`src/hdl/handle_to_id_hash_table_defines.svh`:
```
// Assertion macros shared by the handle-to-id hash table RTL.
`ifndef HANDLE_TO_ID_HASH_TABLE_DEFINES_SVH
`define HANDLE_TO_ID_HASH_TABLE_DEFINES_SVH

// Same-cycle implication, checked out of reset.
`define HTID_ASSERT_NOW(lbl, ante, cons, msg) \
    lbl: assert property (@(posedge aclk) disable iff (!aresetn) (ante) |-> (cons)) \
        else $error(msg);

// Next-cycle implication, checked out of reset.
`define HTID_ASSERT_NEXT(lbl, ante, cons, msg) \
    lbl: assert property (@(posedge aclk) disable iff (!aresetn) (ante) |=> (cons)) \
        else $error(msg);

`endif

```
`src/hdl/htid_ram.sv`:
```
// Generic single-write, single-read RAM with registered read data.
module htid_ram #(
    parameter int unsigned WIDTH = 8,
    parameter int unsigned DEPTH = 256
) (
    input  logic                     aclk,
    input  logic                     we,
    input  logic [$clog2(DEPTH)-1:0] waddr,
    input  logic [WIDTH-1:0]         wdata,
    input  logic [$clog2(DEPTH)-1:0] raddr,
    output logic [WIDTH-1:0]         rdata
);

    logic [WIDTH-1:0] mem [DEPTH];

    always_ff @(posedge aclk) begin
        if (we) begin
            mem[waddr] <= wdata;
        end
        rdata <= mem[raddr];
    end

endmodule

```
`config.mk`:
```
export PLATFORM = sky130hd
export DESIGN_NAME = htid_ram
export DESIGN_NICKNAME = d
export VERILOG_FILES = /design/src/hdl/handle_to_id_hash_table_defines.svh /design/src/hdl/htid_ram.sv
export SDC_FILE = /design/constraint.sdc
export NUM_CORES = 2
export LEC_CHECK = 0
export BUFFER_PORTS_ARGS = -buffer_cell sky130_fd_sc_hd__buf_2
export CAP_MARGIN = 30
export CORE_MARGIN = 3
export CORE_UTILIZATION = 30
export CTS_CLUSTER_DIAMETER = 60
export DETAILED_ROUTE_END_ITERATION = 12
export MAX_ROUTING_LAYER = met4
export PLACE_DENSITY = 0.47
export SLEW_MARGIN = 0
export SYNTH_ARGS = -nofsm -noshare
export SYNTH_HDL_FRONTEND = slang
export SYNTH_SLANG_ARGS = --single-unit
```
`constraint.sdc`:
```
create_clock -name aclk -period 2.1 [get_ports aclk]
set_input_delay 0.105 -clock aclk [delete_from_list [all_inputs] [get_ports aclk]]
set_output_delay 0.105 -clock aclk [all_outputs]
set_load 0.05 [all_outputs]
```
==> impl_results.md <==
- Num rows: 188
- Total power: 88450 uW
- Share of post-route cells with drive strength above 1: 0.3446
- Synth Area in Compound Gates: 0.03419
- Core area: 263200 sq um
- Total gr overflow: 0
- Sequential element share of the synthesized area: 0.7750
- Initial antenna violation count: 18
- Post-DP HPWL: 149300 um
- Slew Viols, Final: 0
- P&R area growth vs syn: 22.38%
- CP required: 2.83 ns
- Failing checks: setup timing
- Clock root cell: clkbuf_16
- Worst r2r path cells: 6
- Final WS setup: -0.1649 ns
- First-pass GRT wire length: 321600 um
- Initial DRC Count: 3900
- Mean Syn Cell Area: 21.31 sq um
- Post-Synth Adder-Cell Area: 0
- HP Class: input pin to flop
- CTS buffer count: 220
- Die height: 521.0 um
- Mux share of post-synthesis cell area: 0.1462
- Critical path startpoint category: flop
- Async set or reset register ratio after synthesis: 0
- Fin nets: 4551
- Status: complete, but fails checks
- R2R Path End: rdata[2]
- Multi-input combinational cell area: 16950 sq um
- Critical R2R Launch: mem[83][2]
- Die X: 521.0 um
- Routed Wire Length: 225500 um
- Post-CTS Setup Inserts: 0
- R2R setup slack: -0.16 ns
- Gpl congestion: 0.8174
- Reg clk slew, reported paths: 0.06 ns
- Period Utilization, post-route: 1.079
- Final hold vios: 0
- CP Launch Point: mem[83][2]
- Pin count of the biggest net entering global routing: 93
- Share of the synthesized area in the top cell type: 0.7730
- Clock skew: 0.05920 ns
- Sink Count: 2056
- EDFF count, synth: 2048
- Post-place setup slack: -1.202 ns
- CP arrival: 3.00 ns
- Fmax: 441.5 MHz
- Finish-stage setup viols: 8
- #FFs+latches synth: 2056
- Top cells by area, synth: edfxtp_1 77%, mux4_2 13%, mux2i_1 1.7%
- Vias per Instance: 4.947
- Power Dens Cells: 908.5 nW/um^2
- Vias in the first global route: 41957
- Drt first pass iters: 5
- Worst-skew pair later-pin latency: 0.86 ns
- Ys flop type: edfxtp_1
- Final core occ: 0.3699
- Setup crit end kind: flop
- Minimum clock period: 2.265 ns
- Critical path type: flop to flop
- Worst hold slack: 0.1062 ns
- Top cells by count, synth: 2048 x edfxtp_1, 454 x mux4_2, 282 x nor2_1, 134 x mux2i_1, 133 x a22oi_1
- # IOs: 34
- Setup TNS: -0.6795 ns
- Worst-margin pin slew: 0.9728 ns
- H-tree levels: 4
- Drc violations: 0
- Synth cell types: 55
- Crit path to: rdata[2]
- Max Buffers Root-to-Sink: 3
- Filler cell count: 24061
- Post-synth top area cell: edfxtp_1
- IO Port Bufs: 33
- Top-count cell post-synth: edfxtp_1
- Post-Synth XOR/XNOR Area: 0
- Post-synthesis net count: 3759
- Synth warn: 0
- Slew HR: 0.3491
- Max Cap Viol: 0
- RSZ-0062 raised after global routing: true
- Sequential cell area: 61660 sq um
- DR WL/cell: 27.40 um
- Area of the die: 271400 sq um
- Mapped cell area: 79560 sq um
- Area share of and/or/nand/nor cells after synthesis: 0.02628
- Post-DRT Antenna Nets: 0
- Post-Syn Instances: 3733
- CTS tree: done
- Maximum VDD drop: 0.9186 mV
- Crit Path Max Fanout: 1
- Initial core utilization: 0.3022
- Static Leak: 0.03126 uW
- Largest family of logic cells by synthesized area: multiplexers
- Via count: 40721
- Gr usage total: 0.1699
worst max-delay path: stages (launching register included):
cell      delay, ns
edfxtp_1       0.36
mux4_2         0.53
mux4_2         0.60
nor2b_4        0.18
nor4_4         0.21
buf_4          0.21
nor4_2         0.05
layer usage:
layer / up-vias / global-route usage / wire length (um)
met5: - / - / 0
met4: 0 / 0.04274 / 4847
met3: 279 / 0.02281 / 10930
met2: 1167 / 0.2704 / 109900
met1: 21950 / 0.2312 / 99790
li1: 17325 / - / -
worst min-delay path by stage:
| stage | start | to | slack [ns] | cells after the start |
|---|---|---|---|---|
| 4_1_cts | waddr[3] | mem[206][6] | 0.01 | 4 |
| 5_1_grt | waddr[3] | mem[206][6] | 0.05 | 4 |
| 3_3_place_gp | wdata[6] | mem[48][6] | 0.43 | 1 |
| 2_1_floorplan | wdata[0] | mem[0][0] | 0.20 | 0 |
| 3_5_place_dp | wdata[6] | mem[48][6] | 0.43 | 1 |
| 6_report | waddr[3] | mem[206][6] | 0.11 | 4 |
repair_timing:
| item | in CTS | in global routing |
|---|---|---|
| hold endpoints to repair | 2108 | 0 |
| pin swaps | 22 | 8 |
| setup endpoints to repair | 8 | 10 |
| gates resized for setup | 50 | 22 |
| gates cloned | 0 | 0 |
| hold buffers | 21 | 0 |
through the flow:
step                std cells  area (sq um)
floorplan                3733         79560
global placement         7795         89650
detailed placement       7800         89690
CTS                      8226         97220
global route             8229         97350
finish                   8231         97360
area by class of cell:
| type | count | area share |
|---|---|---|
| timing repair buffer | 803 | 0.07482 |
| tap | 3515 | 0.04517 |
| inverter | 2 | 0.00007711 |
| antenna | 6 | 0.0001542 |
| clock inverter | 125 | 0.01243 |
| multi-input combinational | 1442 | 0.1740 |
| sequential | 2056 | 0.6333 |
| clock buffer | 282 | 0.05998 |
cells by family after synthesis:
| kind of cell | after synthesis |
|---|---|
| compound gates | 385 |
| buf+inv | 235 |
| mux | 591 |
| simple gates | 466 |
| flops | 2056 |
sequential cells by signal (all words and copies together), names as in the netlist:
signal	flops
mem	2048
rdata	8
power breakdown:
| part | leakage [uW] | internal, uW | total [uW] | switching, uW |
|---|---|---|---|---|
| Sequential | 0.0185 | 45200 | 45300 | 99.9 |
| Clock | 0.00345 | 21600 | 37900 | 16200 |
| Combinational | 0.00934 | 2090 | 5240 | 3150 |
| Total | 0.0313 | 69000 | 88500 | 19500 |
placed cells by master (no fill, tap or decap), types with 8 or more instances in the layout:
cell           netlist  routed
clkbuf_1           111      53
a22oi_1            133     130
buf_4               27     655
clkbuf_8             0       8
nor2b_1             31      24
dfxtp_1              8       8
nor4_1              24      10
o211ai_1            10      10
mux2i_1            134     134
nor3_1              22      16
buf_8               13      10
o21ai_0             10      10
clkinv_1             1      47
clkinv_2             0      38
clkbuf_16            0     221
a21oi_1             96      95
buf_2               31      21
edfxtp_1          2048    2048
nor4_2               3      10
nand2_1             33      33
bufinv_16            0      16
nand3_1             34      28
o221ai_1            46      45
nand2b_1             8       8
nor2_1             282     275
mux4_2             454     454
nand4_1             10      10
o22ai_1             28      28
a211oi_1            16      11
buf_12               8      94
dlygate4sd3_1        0      20
No activity file was read; power rests on OpenSTA's default activity.
